`src/hdl/set_assoc_cache_timing_model_unit_assert.svh`:
```
// ----------------------------------------------------------------------------
// Assertion macros for the cache timing model unit
// Shared property templates for implication and next-cycle implication checks.
// ----------------------------------------------------------------------------
`ifndef SET_ASSOC_CACHE_TIMING_MODEL_UNIT_ASSERT_SVH
`define SET_ASSOC_CACHE_TIMING_MODEL_UNIT_ASSERT_SVH

// Same-cycle implication, disabled while reset is asserted.
`define SACTM_ASSERT_IMPL(label, clk, rst_n, ante, cons, msg) \
	label: assert property (@(posedge clk) disable iff (!rst_n) (ante) |-> (cons)) \
		else $error(msg);

// Next-cycle implication, disabled while reset is asserted.
`define SACTM_ASSERT_NEXT(label, clk, rst_n, ante, cons, msg) \
	label: assert property (@(posedge clk) disable iff (!rst_n) (ante) |=> (cons)) \
		else $error(msg);

`endif

```
`src/hdl/sactm_ram.sv`:
```
// ----------------------------------------------------------------------------
// Generic simple dual-port RAM
// One write port and one read port, with the read data registered.
// ----------------------------------------------------------------------------
`default_nettype none

module sactm_ram #(
	parameter int unsigned WIDTH = 8,
	parameter int unsigned DEPTH = 16
) (
	input  wire logic                                    clk,
	input  wire logic                                    we,
	input  wire logic [((DEPTH > 1) ? $clog2(DEPTH) : 1)-1:0] waddr,
	input  wire logic [WIDTH-1:0]                        wdata,
	input  wire logic [((DEPTH > 1) ? $clog2(DEPTH) : 1)-1:0] raddr,
	output logic      [WIDTH-1:0]                        rdata
);

	logic [WIDTH-1:0] mem_q [DEPTH];
	logic [WIDTH-1:0] rdata_q;

	// Write port.
	always_ff @(posedge clk) begin
		if (we) begin
			mem_q[waddr] <= wdata;
		end
	end

	// Registered read port.
	always_ff @(posedge clk) begin
		rdata_q <= mem_q[raddr];
	end

	assign rdata = rdata_q;

endmodule

`default_nettype wire
```
`config.mk`:
```
export PLATFORM = sky130hd
export DESIGN_NAME = sactm_ram
export DESIGN_NICKNAME = d
export VERILOG_FILES = /design/src/hdl/set_assoc_cache_timing_model_unit_assert.svh /design/src/hdl/sactm_ram.sv
export SDC_FILE = /design/constraint.sdc
export NUM_CORES = 1
export LEC_CHECK = 0
export BUFFER_PORTS_ARGS = -buffer_cell sky130_fd_sc_hd__buf_2
export CELL_PAD_IN_SITES_DETAIL_PLACEMENT = 1
export CELL_PAD_IN_SITES_GLOBAL_PLACEMENT = 1
export CORE_MARGIN = 1
export CORE_UTILIZATION = 48
export DETAILED_ROUTE_END_ITERATION = 12
export GPL_TIMING_DRIVEN = 0
export PLACE_DENSITY = 0.78
export SYNTH_ARGS = -nofsm -noshare
export SYNTH_HDL_FRONTEND = slang
export SYNTH_SLANG_ARGS = --single-unit
export TNS_END_PERCENT = 5
```
`constraint.sdc`:
```
create_clock -name clk -period 2.6 [get_ports clk]
set_input_delay 0.52 -clock clk [delete_from_list [all_inputs] [get_ports clk]]
set_output_delay 0.52 -clock clk [all_outputs]
set_load 0.05 [all_outputs]
```
==> flow_summary.ini <==
[sta]
fmax_ghz = 0.507
hold_viol = 0
slew_viol_final = 0
fin_setup_tns_ns = 0
clock_skew_ns = 0.00851
rsz0062_at_grt = no
timing.final.crit_share = 0.758
worst_hold_slack_ns = 0.394
fin_crit_ns = 1.97
setup_viol = 0
worstMarginPinSlew_ns = 1.20
maxSlewHeadroom = 0.196

[place]
place_hpwl_um = 6680
portBuffers = 24
gp_congestion = 0.685

[final_layout]
final_nets = 290
n_fill_cell = 898
final_cell_mix = edfxtp_1, buf_2, clkbuf_16, mux4_2, a22oi_1
drive_above_1_share = 0.295
antenna_cells = 0
syn_to_final_growth_pct = 17.8
final_common_cell = edfxtp_1

[cts]
postCtsResizedCells = 0
cts_root_buffer = clkbuf_8
cts_sinks = 136
path_clk_slew_ns = 0.06
cts_buffers = 17
htreeDepth = 4
tritoncts = built
cts_hold_buf = 0
postCtsSetupRepairBufs = 0
insertion_delay_ns = 0.54
clockBufferDepth = 2

[synthesis]
syn_nets = 247
synth-seq-area-share = 0.778
muxShareOfSynthArea = 0.150
synth_seq_cells = 136
yosys.area_share.simple = 0.0318
syn_area_um2 = 5150
ys_types = 19
synth_top_family_by_area = multiplexers
syn-instance-count = 229
synth_fa_ha_area_frac = 0
synth_compound_area_frac = 0.0233
synthXorXnorAreaFrac = 0
syn_area_per_cell_um2 = 22.5
synth_warnings = 0

[routing]
dr.pass1.iters = 4
vias_per_cell = 5.75
drt-total-wl_um = 11000
num_vias = 2419
drc_errors = 0
drtAntennaViolNets = 0
avgRoutedWirePerCell_um = 26.1
initialDrtViolationCount = 160

[critical_path]
arrival_ns = 2.12
crit_family = simple AND/OR/NAND/NOR gates
worstPathBufferInverterCount = 1
rrSetupSlack_ns = 1.17
r2r_start = mem_q[1][0]
path_class = in -> reg
crit_start = waddr[2]
startpoint_type = input port
worst-r2r-cell-count = 3
r2r_end = rdata[0]
cp_max_fo = 8
worst_path_max_delay_cell = nor3_1
crit_chain = buf_2 -> or3b_2 -> nor3_1
cp-end-kind = flop
required_ns = 2.75
critPathMaxStageDelay_ns = 0.94

[die]
die_h_um = 106
num_rows = 37
core_area_um2 = 10400
io-pin-count = 26
die_area_um2 = 11100
dieWidth_um = 106
start_util = 0.496

[hold_path]
holdPathStages = 1
worstHoldStart = wdata[3]
min_path_type = in -> reg
holdPathEnd = mem_q[0][3]

[outcome]
status = finished, final reports clean

[global_route]
grt_usage = 0.222
antenna_found_initial = 0
grt_overflow = 0
grt_pass1_vias = 2601
grt_max_degree = 17
grt_first_pass_wirelength_um = 16500

[power]
power.density_nw_per_um2 = 853
irDropWorstVdd_v = 0.000415
leakage_nw = 2.03

[job]
cap_violations = 0
## cell usage after synthesis (all sizes together)
library cell,n,area (um2)
clkdlybuf4s25,3,30.0
dfxtp,8,160
and2,1,6.26
nor3,4,20.0
nand2,9,33.8
a22oi,16,120
nor2b,1,6.26
nand2b,2,12.5
and2b,1,7.51
nand3,1,5.00
edfxtp,128,3840
nand3b,2,15.0
buf,7,56.3
mux4,32,773
or3b,1,8.76
nor2,13,48.8
## where the power goes
group	switching, W	total [W]	internal [W]	leakage (nW)
clock network	0.000906	0.00242	0.00151	0.289
registers	0.0000132	0.00246	0.00245	1.22
logic	0.000190	0.000287	0.0000976	0.516
total	0.00111	0.00517	0.00406	2.03
## metrics by stage
stage	setup WS, ns	total power (W)	instance area [um2]	util	instances
finish	0.629	0.00517	6060	0.585	421
global route	0.543	0.00532	6060	0.585	421
CTS	0.608	0.00521	6060	0.584	421
detailed placement	0.119	0.00280	5440	0.524	389
global placement	0.0168	0.00278	5440	0.524	389
floorplan	0.587	0.00268	5150	-	229
## area by class of cell
class	count	area, um2	area share
repair buffers	24	120	0.0198
clock buffers	25	572	0.0943
flip-flops and latches	136	4000	0.660
multi-input cells	83	1060	0.175
clock inverters	7	47.5	0.00784
well taps	136	170	0.0281
plain buffers	10	86.3	0.0142
## worst max path at each step
stage             endpoint  cells after the start
2_1_floorplan  mem_q[0][0]                      2
3_3_place_gp   mem_q[0][7]                      3
3_5_place_dp   mem_q[0][0]                      3
4_1_cts        mem_q[0][7]                      3
5_1_grt        mem_q[0][7]                      3
6_report       mem_q[0][7]                      3
## cell families after synthesis
group,Yosys count
buf+inv,10
flops,136
simple gates,35
mux,32
compound gates,16
## state kept, by name, summed over array words and instances, names as in the netlist
register and flops:
mem_q 128, rdata 8
## routing by layer
metal / vias to the layer above / track usage / wire length, um
li1: 1061 / - / -
met1: 1266 / 0.292 / 4810
met2: 74 / 0.351 / 5500
met3: 18 / 0.0625 / 495
met4: 0 / 0.0893 / 191
met5: - / 0 / 0
(Power assumes the default switching activity.)
